File: src/rtl/core/ptp_ram.sv
module ptp_ram #(
	parameter int WIDTH = 32,
	parameter int DEPTH = 64
) (
	input  logic                     clk,
	input  logic                     we,
	input  logic [$clog2(DEPTH)-1:0] waddr,
	input  logic [WIDTH-1:0]         wdata,
	input  logic [$clog2(DEPTH)-1:0] raddr,
	output logic [WIDTH-1:0]         rdata
);

	logic [WIDTH-1:0] mem_q [DEPTH];

	always_ff @(posedge clk) begin
		if (we) begin
			mem_q[waddr] <= wdata;
		end
		rdata <= mem_q[raddr];
	end

endmodule

File: config.mk
export PLATFORM = sky130hd
export DESIGN_NAME = ptp_ram
export DESIGN_NICKNAME = d
export VERILOG_FILES = /design/src/rtl/core/ptp_ram.sv
export SDC_FILE = /design/constraint.sdc
export NUM_CORES = 2
export LEC_CHECK = 0
export BUFFER_PORTS_ARGS = -buffer_cell sky130_fd_sc_hd__buf_2
export CAP_MARGIN = 10
export CORE_ASPECT_RATIO = 1.25
export CORE_MARGIN = 5
export CORE_UTILIZATION = 40
export DETAILED_ROUTE_END_ITERATION = 12
export PLACE_DENSITY = 0.59
export SETUP_SLACK_MARGIN = 0.2
export SLEW_MARGIN = 5
export SYNTH_ARGS = -nofsm -noshare
export SYNTH_HDL_FRONTEND = slang
export SYNTH_SLANG_ARGS = --single-unit
File: constraint.sdc
create_clock -name clk -period 5.8 [get_ports clk]
set_clock_uncertainty 0.2 [all_clocks]
set_input_delay 0.58 -clock clk [delete_from_list [all_inputs] [get_ports clk]]
set_output_delay 0.58 -clock clk [all_outputs]
set_load 0.1 [all_outputs]
# Yosys cells after proc, flatten, opt, wreduce, memory -nomap -nowiden
# Memory sizes are Yosys's and may differ from the RTL's. A register that Yosys moved wholly into a read port is not among the register bits.
# Index checks and enable logic that the tools add are counted.
[word_totals] register_bits=0 mem_bits_rw=2048 in_bits=46 out_inout_bits=32 elab_cells=3 mem_count=1
[classes] mux=2
[memory_table] name="mem_q" words=64 width=32 read_ports=1 rd_ports_with_merged_regs=1 wr=1 line="13" source="logic [WIDTH-1:0] mem_q [DEPTH];"
[ops] operator="1-bit 2-to-1 mux" count=2

# Depth between registers and ports, before layout
[depth] ltp_word=2 ltp_mapped=10 ltp_nobuf=5

# Worst setup path before layout
# No wires, ideal clock.
[synth_path] path_kind="input -> register" start="input waddr[3]" end="memory mem_q[48][0], enable pin" setup_time_ns=0.461 t_arrival_ns=3.279 path_slack_ns=1.860 stages=4 cell_sequence="clkbuf_1 -> nor2b_1 -> nand4b_1 -> nor3_1"
[synth_rtl] element="start, declared" line="7" source="input logic [$clog2(DEPTH)-1:0] waddr,"
[synth_rtl] element="end, declared" line="13"
# No word-level cell before the write port.

==> run summary <==
=================================================================================
Top cells by instance count after synthesis                          edfxtp_1 (2048), mux4_2 (544), nor2_1 (137)
Number of instances in the synthesized netlist                               3324
Final hold vios                                                                 0
Clock latency reported for the late side of the worst-skew pair           0.86 ns
Final weighted congestion of routability-driven global placement            0.814
Crit-path max cell delay                                                  0.69 ns
Period minus WS final                                                     3.66 ns
First-pass GRT wire length                                              289000 um
DP Worst Slack                                                            1.36 ns
Worst Path Max Fanout                                                          61
Worst voltage drop across the vdd grid                                     243 uV
Cell types with the largest area share after synthesis               edfxtp_1 (78%), mux4_2 (16%), mux2i_1 (1.2%)
Count of placed standard cells including taps                                5934
DIE HEIGHT                                                                 505 um
Net total in the final layout                                                3621
Part of the total power dissipated in sequential elements                   0.525
Total length of routed wires                                            206000 um
Startpoint kind of the worst setup timing path                         input port
Final cell count without fillers                                             6313
Largest net degree at the start of global routing                              76
CTS buffer count                                                              199
Vias in the first global route                                              37400
Buffer levels on the longest clock path                                         3
Starting density of the core                                                0.403
Endpoint, Worst Hold                                                 mem_q[24][12]
Share of Yosys cell area claimed by the top area cell type                  0.783
Number of instances resized during post-cts repair                              0
Async set-reset flop share out of synthesis                                     0
Overall fraction of global-route tracks in use                              0.201
Max-cap violation count                                                         0
Leakage component of the power                                            27.8 nW
Post-Place Cell Area                                                   83100 um^2
Slowest CP cell                                                           o22ai_1
PD cells                                                              354 nW/um^2
Kind of end point of the critical path                                   register
Endpoint of the most critical register-to-register path                 rdata[21]
Final clock period utilization by the worst path                            0.631
HPWL after DPL                                                          116000 um
Num ports                                                                      78
Antenna violations before repair                                               15
Warning count from the yosys run                                                0
Fmax                                                                      273 MHz
Number of nets still failing antenna checks after routing                       0
Clock slew at reported path FFs                                           0.07 ns
Drc violations                                                                  0
Part of the total power dissipated in the clock network                     0.417
Setup TNS                                                                    0 ns
Post-route cell area                                                   89800 um^2
Number of cells on the worst reg-to-reg path                                    4
Power spent charging and discharging nets                                 6.97 mW
Max Slew Vio Count                                                              0
Slew at the pin closest to its max-slew limit                             1.26 ns
Synthesized cell area                                                  78500 um^2
Die Area                                                              205000 um^2
Drt wl/cell                                                               32.7 um
Cell depth of the worst min-delay path                                          2
Worst endpoint data arrival time                                          4.12 ns
Final-report setup violation count                                              0
Setup slack on the worst flop-to-flop path                                3.10 ns
Worst slew margin relative to its limit                                     0.160
Type of the most critical hold path                                        in2reg
Required arrival time at the worst endpoint                               6.25 ns
Relative area change from synthesis to final layout                         14.4%
Die span in x                                                              406 um
Synthesized net count                                                        3370
Combinational power share                                                   0.058
Port Buffer Count                                                              77
Reg-to-reg critical path startpoint                                  mem_q[19][21]
Drt first-iter violations                                                    4365
Avg Inst Size Synth                                                     23.6 um^2
Core area                                                             195000 um^2
Launch instance of the worst min-delay path                             wdata[12]
Max H-tree Level                                                                4
CTS root buffer                                                         clkbuf_16
Aggregate global routing overflow                                               0
Distinct cells, synth                                                          34
Post-synth EDFFs                                                             2048
Ordered cell list for the critical path                              buf_8 -> buf_12 -> buf_12 -> mux4_2 -> mux4_2 -> o22ai_1 -> nor2_1
CTS sink cnt                                                                 2080
Register area share after synthesis                                         0.791
Unrepaired setup endpoints after global routing                             false
Clock tree from TritonCTS                                                    done
Result of the run                                                    finished, final reports clean
Vias after detailed routing                                                 36600
Sw Share                                                                    0.219
Cell Int Power                                                            24.9 mW
Synth area leader                                                        edfxtp_1
Flip-flop and latch count after synthesis                                    2080
Average via count per standard cell                                          5.80
Final standard cell utilization of the core                                 0.461
Fillcell total                                                              15900
Cell with the most instances after synthesis                             edfxtp_1
Row count                                                                     181
Number of optimization iterations in the first detailed-route pass              6
Worst path setup slack after routing                                      2.14 ns
Main synth FF type                                                       edfxtp_1
Share of post-route cells with drive strength above 1                       0.305
Kind of critical path                                                      in2reg
=================================================================================
[cell usage in the layout (no fill, tap or decap), types with 4 or more instances in the layout]
cell	synthesis	final
nor2b_1	15	15
nand3_1	5	5
edfxtp_1	2048	2048
nand3b_1	5	5
and3_1	4	4
mux4_2	544	544
a41o_1	4	4
bufinv_16	0	23
clkinv_8	0	4
clkbuf_16	0	201
nor2_4	0	62
o22ai_1	84	84
diode_2	0	8
o32ai_1	4	4
a311oi_1	8	8
mux2i_1	93	93
clkbuf_8	0	18
nor2_1	137	75
nand2b_1	8	8
nand2_1	26	26
a21oi_1	62	62
o221ai_1	27	27
clkinv_1	0	26
inv_6	0	9
dfxtp_1	32	32
a22oi_1	12	12
nor3_1	7	5
buf_12	0	17
clkbuf_1	74	45
buf_2	57	73
clkinv_2	0	34
buf_4	25	137
[flip-flops by register name, indices dropped and copies added, names as in the netlist]
signal	flops
mem_q	2048
rdata	32
[metrics by stage]
| step | hold WS (ns) | total power [mW] |
|---|---|---|
| after floorplan | 0.463 | 18.0 |
| after global routing | 0.186 | 32.8 |
| final | 0.184 | 31.8 |
| after global placement | 0.545 | 18.9 |
| after detailed placement | 0.560 | 18.9 |
| after CTS | 0.156 | 32.1 |
[power groups by stage]
stage,Combinational [mW],Sequential [mW],Clock [mW]
6_report,1.83,16.7,13.3
5_1_grt,1.92,16.7,14.1
4_1_cts,1.85,16.7,13.5
3_5_place_dp,1.85,17.0,0
3_3_place_gp,1.83,17.0,0
2_1_floorplan,0.809,17.2,0
[cell families after synthesis]
logic type,Yosys count,share of synthesized area
muxes,637,0.168
buffers and inverters,182,0.0113
AOI/OAI and AO/OA,202,0.0167
and+or+nand+nor,223,0.0127
DFF,2080,0.791
[worst max-delay path: cells and delay by family]
family	cells	cell delay, ns
buffers and inverters	3	1.33
AO/OA/AOI/OAI	1	0.69
AND/OR/NAND/NOR	1	0.29
multiplexers	2	1.06
[routing by layer]
layer  track usage  vias up  part of all wire
li1              -    14800                 -
met1         0.267    20000              0.39
met2         0.327     1565              0.49
met3        0.0484      280             0.086
met4        0.0704        6             0.034
met5             0        -           0.00025
[repair_timing]
| action | CTS | global route |
|---|---|---|
| endpoints found under the hold margin | 0 | 16 |
| hold buffers | 0 | 1 |
| setup buffers | 0 | 0 |
| endpoints found under the setup margin | 0 | 0 |
[worst max-delay path by stage]
stage                     cells past startpoint  slack, ns     start            to
after floorplan                               4       1.86  waddr[3]  mem_q[48][0]
after global placement                        7       1.38  raddr[0]     rdata[21]
after detailed placement                      7       1.36  raddr[0]     rdata[21]
after CTS                                     7       2.29  raddr[0]     rdata[21]
after global routing                          7       1.95  raddr[0]     rdata[21]
final                                         7       2.14  raddr[0]     rdata[21]
[cell type report]
type / count / area, um^2 / share of cell area
clock inverter: 105 / 1240 / 0.0138
tap: 2562 / 3210 / 0.0357
timing repair buffer: 232 / 1800 / 0.0200
clock buffer: 264 / 5450 / 0.0606
antenna: 8 / 20.0 / 0.000223
sequential: 2080 / 62100 / 0.692
multi-input combinational: 1062 / 16000 / 0.178
(Power assumes the default switching activity.)
