### config.mk
export PLATFORM = sky130hd
export DESIGN_NAME = ptp_iter
export DESIGN_NICKNAME = d
export VERILOG_FILES = /design/src/rtl/core/ptp_pkg.sv /design/src/rtl/core/ptp_iter.sv
export SDC_FILE = /design/constraint.sdc
export NUM_CORES = 1
export LEC_CHECK = 0
export BUFFER_PORTS_ARGS = -buffer_cell sky130_fd_sc_hd__buf_2
export CAP_MARGIN = 5
export CORE_ASPECT_RATIO = 1.2
export CORE_MARGIN = 4
export CORE_UTILIZATION = 50
export CTS_CLUSTER_SIZE = 10
export DETAILED_ROUTE_END_ITERATION = 16
export PLACE_DENSITY = 0.73
export SYNTH_ARGS = -nofsm -noshare
export SYNTH_HDL_FRONTEND = slang
export SYNTH_SLANG_ARGS = --single-unit
### constraint.sdc
create_clock -name clk -period 9.65 [get_ports clk]
set_input_delay 0.4825 -clock clk [delete_from_list [all_inputs] [get_ports clk]]
set_output_delay 0.4825 -clock clk [all_outputs]
set_load 0.01 [all_outputs]
### src/rtl/core/ptp_pkg.sv
package ptp_pkg;

	localparam int DATA_W  = 32;
	localparam int SPEED_W = 24;
	localparam int CFG_W   = 24;
	localparam int INDEX_W = 8;
	localparam int RAD_W   = 58;
	localparam int REM_W   = 34;

	localparam logic [INDEX_W-1:0] REG_MAX_ACCEL = 8'd0;
	localparam logic [INDEX_W-1:0] REG_MAX_SPEED = 8'd1;

	localparam logic [CFG_W-1:0] MAX_ACCEL_RST = 24'd65536;
	localparam logic [CFG_W-1:0] MAX_SPEED_RST = 24'd65536;

	localparam logic [DATA_W-1:0] TIME_MAX = 32'hFFFF_FFFF;

	typedef struct packed {
		logic [DATA_W-1:0] station;
		logic [DATA_W-1:0] seg_start;
		logic              last;
	} in_item_t;

	typedef struct packed {
		logic [DATA_W-1:0]  time_stamp;
		logic [SPEED_W-1:0] speed;
		logic               last_point;
	} out_item_t;

	typedef enum logic {
		MODE_SQRT = 1'b0,
		MODE_DIV  = 1'b1
	} unit_mode_t;

	typedef struct packed {
		logic       start;
		unit_mode_t mode;
	} unit_cmd_t;

	typedef struct packed {
		logic busy;
		logic done;
	} unit_sts_t;

endpackage

### src/rtl/core/ptp_iter.sv
module ptp_iter #(
	parameter int FRAC_BITS = 16
) (
	input  logic                                  clk,
	input  logic                                  arst_n,
	input  ptp_pkg::unit_cmd_t                    cmd,
	input  logic [ptp_pkg::RAD_W-1:0]             rad,
	input  logic [ptp_pkg::DATA_W+FRAC_BITS-1:0]  num,
	input  logic [ptp_pkg::SPEED_W-1:0]           den,
	output ptp_pkg::unit_sts_t                    sts,
	output logic [((ptp_pkg::DATA_W+FRAC_BITS > ptp_pkg::RAD_W) ?
		(ptp_pkg::DATA_W+FRAC_BITS) : ptp_pkg::RAD_W)-1:0] res
);

	localparam int NUM_W = ptp_pkg::DATA_W + FRAC_BITS;
	localparam int SH_W  = (NUM_W > ptp_pkg::RAD_W) ? NUM_W : ptp_pkg::RAD_W;
	localparam int CNT_W = $clog2(SH_W + 1);
	localparam int REM_W = ptp_pkg::REM_W;

	logic [SH_W-1:0]    acc_q;
	logic [REM_W-1:0]   rem_q;
	logic [SH_W-1:0]    res_q;
	logic [CNT_W-1:0]   cnt_q;
	ptp_pkg::unit_mode_t mode_q;
	logic               busy_q;
	logic               done_q;

	logic [REM_W-1:0] rem_sh;
	logic [REM_W-1:0] trial;
	logic [REM_W:0]   diff;
	logic             fits;

	always_comb begin
		if (mode_q == ptp_pkg::MODE_SQRT) begin
			rem_sh = {rem_q[REM_W-3:0], acc_q[SH_W-1 -: 2]};
			trial  = {res_q[REM_W-3:0], 2'b01};
		end else begin
			rem_sh = {rem_q[REM_W-2:0], acc_q[SH_W-1]};
			trial  = REM_W'(den);
		end
		diff = {1'b0, rem_sh} - {1'b0, trial};
		fits = !diff[REM_W];
	end

	always_ff @(posedge clk or negedge arst_n) begin
		if (!arst_n) begin
			busy_q <= 1'b0;
			done_q <= 1'b0;
		end else begin
			done_q <= 1'b0;
			if (cmd.start) begin
				busy_q <= 1'b1;
			end else if (busy_q && cnt_q == CNT_W'(1)) begin
				busy_q <= 1'b0;
				done_q <= 1'b1;
			end
		end
	end

	always_ff @(posedge clk) begin
		if (cmd.start) begin
			mode_q <= cmd.mode;
			rem_q  <= '0;
			res_q  <= '0;
			if (cmd.mode == ptp_pkg::MODE_SQRT) begin
				acc_q <= SH_W'(rad) << (SH_W - ptp_pkg::RAD_W);
				cnt_q <= CNT_W'(ptp_pkg::RAD_W / 2);
			end else begin
				acc_q <= SH_W'(num) << (SH_W - NUM_W);
				cnt_q <= CNT_W'(NUM_W);
			end
		end else if (busy_q) begin
			rem_q <= fits ? diff[REM_W-1:0] : rem_sh;
			res_q <= {res_q[SH_W-2:0], fits};
			cnt_q <= cnt_q - CNT_W'(1);
			if (mode_q == ptp_pkg::MODE_SQRT) begin
				acc_q <= acc_q << 2;
			end else begin
				acc_q <= acc_q << 1;
			end
		end
	end

	assign sts.busy = busy_q;
	assign sts.done = done_q;
	assign res      = res_q;

endmodule

Yosys cells after proc, flatten, opt, wreduce, memory -nomap -nowiden
Index checks and enable logic that the tools add are counted.
{"block": "totals", "reg_bits": 158, "latch_bits": 0, "mem_bits_rw": 0, "elab_cells": 28, "romBits": 0, "out_inout_bits": 60, "inputBits": 134, "memories": 0}
{"block": "classes", "n_reduce_logical": 4, "mux": 14, "shifts": 0, "n_addsub": 2, "bitwise": 0, "n_div": 0, "order_cmp": 0, "n_mul": 0, "n_eq_ne": 1}
{"op": "$mux W58", "count": 4}
{"op": "$mux W34", "count": 2}
{"op": "$sub A34 B34 Y35", "count": 1}
{"op": "$mux W33", "count": 1}
{"op": "$mux W6", "count": 3}
{"op": "$eq A6 B1 Y1 const B", "count": 1}
{"op": "$sub A6 B1 Y6 const B", "count": 1}
{"op": "$mux W1", "count": 4}
{"op": "$reduce_bool A2 Y1", "count": 2}
{"op": "$logic_and A1 B1 Y1", "count": 1}
{"op": "$logic_not A1 Y1", "count": 1}

Logic depth before layout (Yosys ltp)
{"block": "logic_depth", "depth_word": 4, "ltp_mapped": 17, "mapped_depth_nobuf": 12}

Worst setup path before layout
OpenSTA, ideal clock, no wires.
{"block": "synth_timing", "kind": "flip-flop to flip-flop", "start": "register mode_q", "end": "register rem_q[31]", "period_less_slack_ns": 4.287, "slack_ns": 5.363, "t_arrival_ns": 4.199, "stages_incl_launch_ff": 18, "path_cell_list": "edfxtp_1 clkbuf_1 buf_1 clkbuf_1 buf_1 mux2i_1 ha_1 and3_1 buf_6 and3_4 a22o_1 or3b_1 buf_6 a21o_1 o21ai_2 nand3_1 a31o_1 a311oi_2"}
{"block": "synth_between", "elab_chain_len": 3, "word_cells_on_any_way": 4, "cone_classes": "add/sub: 1; mux: 3"}
{"element": "start: declaration", "line_no": "ptp_iter.sv:24", "rtl": "ptp_pkg::unit_mode_t mode_q;"}
{"element": "start signal: assignment", "line_no": "ptp_iter.sv:62", "rtl": "mode_q <= cmd.mode;"}
{"element": "$mux W34", "line_no": "ptp_iter.sv:34", "rtl": "if (mode_q == ptp_pkg::MODE_SQRT) begin"}
{"element": "$sub A34 B34 Y35", "line_no": "ptp_iter.sv:41", "rtl": "diff = {1'b0, rem_sh} - {1'b0, trial};"}
{"element": "$mux W33 *", "line_no": "ptp_iter.sv:73", "rtl": "rem_q <= fits ? diff[REM_W-1:0] : rem_sh;"}
{"element": "end signal: assignment", "line_no": "ptp_iter.sv:73"}
{"element": "end: declaration", "line_no": "ptp_iter.sv:21", "rtl": "logic [REM_W-1:0] rem_q;"}
Mark *: on every way between the ends. The rest lies on a longest branch, timed or not.
A chain may end at the register's enable or synchronous reset.

Final worst setup path
{"block": "layout_timing", "start": "register mode_q", "end": "register rem_q[11]"}
The elaborated chain is that of the path after synthesis.

==> run_results.csv <==
group,metric,value,unit
outcome,status,"finished, final reports clean",
cells_and_area,fin_nets,1352,
setup_path,critPathRequiredTime,9.94,ns
synthesis,ys_types,74,
timing,drv_slew,0,
floorplan,pin_count,194,
synthesis,synth_compound_area_share,16.9,%
timing,max_slew.worst_pin.slew,0.963,ns
synthesis,ys_async_sr_fraction,1.27,%
cells_and_area,final_common_cell,"buf_2",
synthesis,synth_top_area_cell,"edfxtp_1",
place,dp_hpwl,15900,um
setup_path,cp.arrival,5.66,ns
synthesis,ys_ff_latch,158,
clocking,clock-sinks,158,
synthesis,netlist_area,0.0100,mm2
floorplan,num_rows,56,
power,p_leak,5.43,nW
synthesis,synth_xor_xnor_area_share,2.53,%
global_routing,grt_pass1_vias,7624,
timing,fin_crit_sh,55.6,%
cells_and_area,final_cells,1455,
global_routing,grt.overflow.total,0,
synthesis,yosys.area_share.simple,13.6,%
timing,tns,0,ns
floorplan,die_w,137,um
floorplan,start_util,51.2,%
place,placedCellCount,1422,
synthesis,ys_seq_area_share,38.1,%
clocking,root_buffer,"clkbuf_16",
cells_and_area,antenna_cells,0,
detailed_routing,vias,7969,
synthesis,yosys.area_share.adder,4.68,%
synthesis,synth_edf_count,65,
detailed_routing,ant_nets,0,
global_routing,grt_usage,19.4,%
detailed_routing,wl_per_cell,15.2,um
timing,rsz0062_at_grt,"no",
synthesis,synth_top_area_share,19.4,%
setup_path,start_kind,"flop",
clocking,htree_num_levels,4,
detailed_routing,drc,0,
clocking,cts_tree,"built",
synthesis,synthCells,1041,
global_routing,grt_max_degree,141,
floorplan,die_y,163,um
timing,holdWs,0.344,ns
detailed_routing,drtIter0Drc,262,
timing,finalHoldViolCount,0,
timing,setup_viol,0,
cells_and_area,fillers,1761,
synthesis,synthFlopType,"dfxtp_1",
place,globalplace.congestion,0.876,
clocking,clock_latency,0.42,ns
detailed_routing,drt_wl_total,22100,um
synthesis,synth.avg_cell_area,9.65,um2
setup_path,end_kind,"flop",
flow_run,drv_cap,0,
cells_and_area,synthToLayoutAreaGrowth,15.5,%
cells_and_area,drive_gt1_share,24.0,%
worst_hold_path,hp-class,"primary input to flop",
detailed_routing,viasPerCell,5.48,
timing,layout_min_cycle_time,5.37,ns
worst_hold_path,hold_path_depth,3,
clocking,ctsLongestPathBuffers,2,
setup_path,crit_type,"flop to flop",
floorplan,dieArea,0.0224,mm2
setup_path,crit_fanout,64,
floorplan,design.core.area,0.0196,mm2
synthesis,syn-num-nets,1212,
place,port_buffers,193,
synthesis,synth_area_leaders,"edfxtp_1, dfxtp_1, mux2i_1",
timing,relSlewSlack,35.8,%
power,peakVddDrop,146,uV
timing,max_freq,0.186,GHz
global_routing,antenna_found_initial,0,
cells_and_area,final_core_util,59.1,%
synthesis,synth_mux_area_share,19.6,%
detailed_routing,first_pass_iters,4,
timing,skew,0.0105,ns
clocking,post-cts-setup-buffers,0,
clocking,path_clk_slew,0.07,ns
setup_path,reg2reg_depth,13,
synthesis,ys_warn_count,0,
power,power_density,243,mW/mm2
cells_and_area,layout_common_cells,"buf_2, mux2i_1, nor2_1",
global_routing,grt_pass1_wl,35900,um
synthesis,synth_top_family_by_area,"multiplexers",
clocking,cts_buffers,17,
[state kept, by name, summed over array words and instances, names as in the netlist]
signal	count
acc_q	58
cnt_q	6
rem_q	33
mode_q	1
done_q	1
res	58
busy_q	1
[metal layers]
layer  global-route usage [%]  routed length (um)
met2                     32.5               10500
met3                     3.64                1170
met4                     5.17                 358
met1                     25.6               10000
met5                        0                   0
[cell usage after synthesis, types with 3 or more instances]
cell,n
nand3_1,11
or2_2,3
dfxtp_1,91
nand2b_1,15
nor4_1,4
nor3_1,7
a21o_1,15
nand2_1,43
o21bai_1,4
mux2i_1,160
ha_1,36
buf_1,12
buf_6,7
o21ai_0,28
a31oi_1,8
a21oi_1,80
and3_1,5
a311oi_1,5
edfxtp_1,65
xor2_1,11
mux2_2,33
nor2b_1,52
a211oi_1,74
nand4_1,3
xnor2_1,18
o21a_1,4
buf_4,3
clkbuf_1,50
inv_1,11
clkbuf_8,3
nor3b_1,3
nor2_1,119
a21boi_0,3
buf_2,3
[cell type report]
class | instances | area (um2) | share of cell area [%]
well taps | 261 | 327 | 2.82
clock inverters | 13 | 134 | 1.15
flip-flops and latches | 158 | 3830 | 33.0
repair buffers | 201 | 1030 | 8.92
inverters | 12 | 45.0 | 0.388
multi-input cells | 791 | 5760 | 49.7
clock buffers | 19 | 464 | 4.00
[power by group]
| part | internal (W) | switching, W | total (W) |
|---|---|---|---|
| Sequential | 0.000792 | 0.0000589 | 0.000851 |
| Clock | 0.000366 | 0.000303 | 0.000670 |
| Combinational | 0.000601 | 0.000694 | 0.00129 |
| Total | 0.00176 | 0.00106 | 0.00282 |
[through the flow]
| step | total power (W) | area, um2 | setup slack [ns] |
|---|---|---|---|
| 2_1_floorplan | 0.00195 | 10000 | 5.36 |
| 3_3_place_gp | 0.00213 | 11000 | 4.53 |
| 3_5_place_dp | 0.00215 | 11000 | 4.34 |
| 4_1_cts | 0.00283 | 11600 | 4.28 |
| 5_1_grt | 0.00302 | 11600 | 3.90 |
| 6_report | 0.00282 | 11600 | 4.28 |
[final timing paths]
| kind | slack [ns] | end | from |
|---|---|---|---|
| min in group asynchronous | 0.37 | done_q | arst_n |
| min reg2reg | 0.50 | rem_q[28] | rem_q[28] |
| max in group asynchronous | 9.16 | busy_q | arst_n |
| max reg2reg | 4.28 | rem_q[11] | mode_q |
| min | 0.34 | acc_q[8] | rad[8] |
| max | 4.28 | rem_q[11] | mode_q |
[logic make-up after synthesis]
logic type / Yosys count
flip-flops: 158
buffers and inverters: 92
adder cells (fa/ha/maj): 37
multiplexers: 193
AO/OA/AOI/OAI: 251
AND/OR/NAND/NOR: 281
XOR/XNOR: 29
[critical path: stages (launching register included)]
cell	delay, ns
edfxtp_1	0.85
buf_4	0.77
mux2_2	0.43
ha_1	0.40
and3_1	0.25
and3_1	0.18
a211oi_1	0.23
o311a_1	0.30
a21o_1	0.17
nand3_2	0.09
a21oi_4	0.49
buf_4	0.47
nor3_1	0.11
a2111oi_0	0.39
[what timing repair did]
item,4_1_cts,5_1_grt
resized for setup,0,0
hold endpoints to repair,2,0
hold buffers,1,0
(Power assumes the default switching activity.)
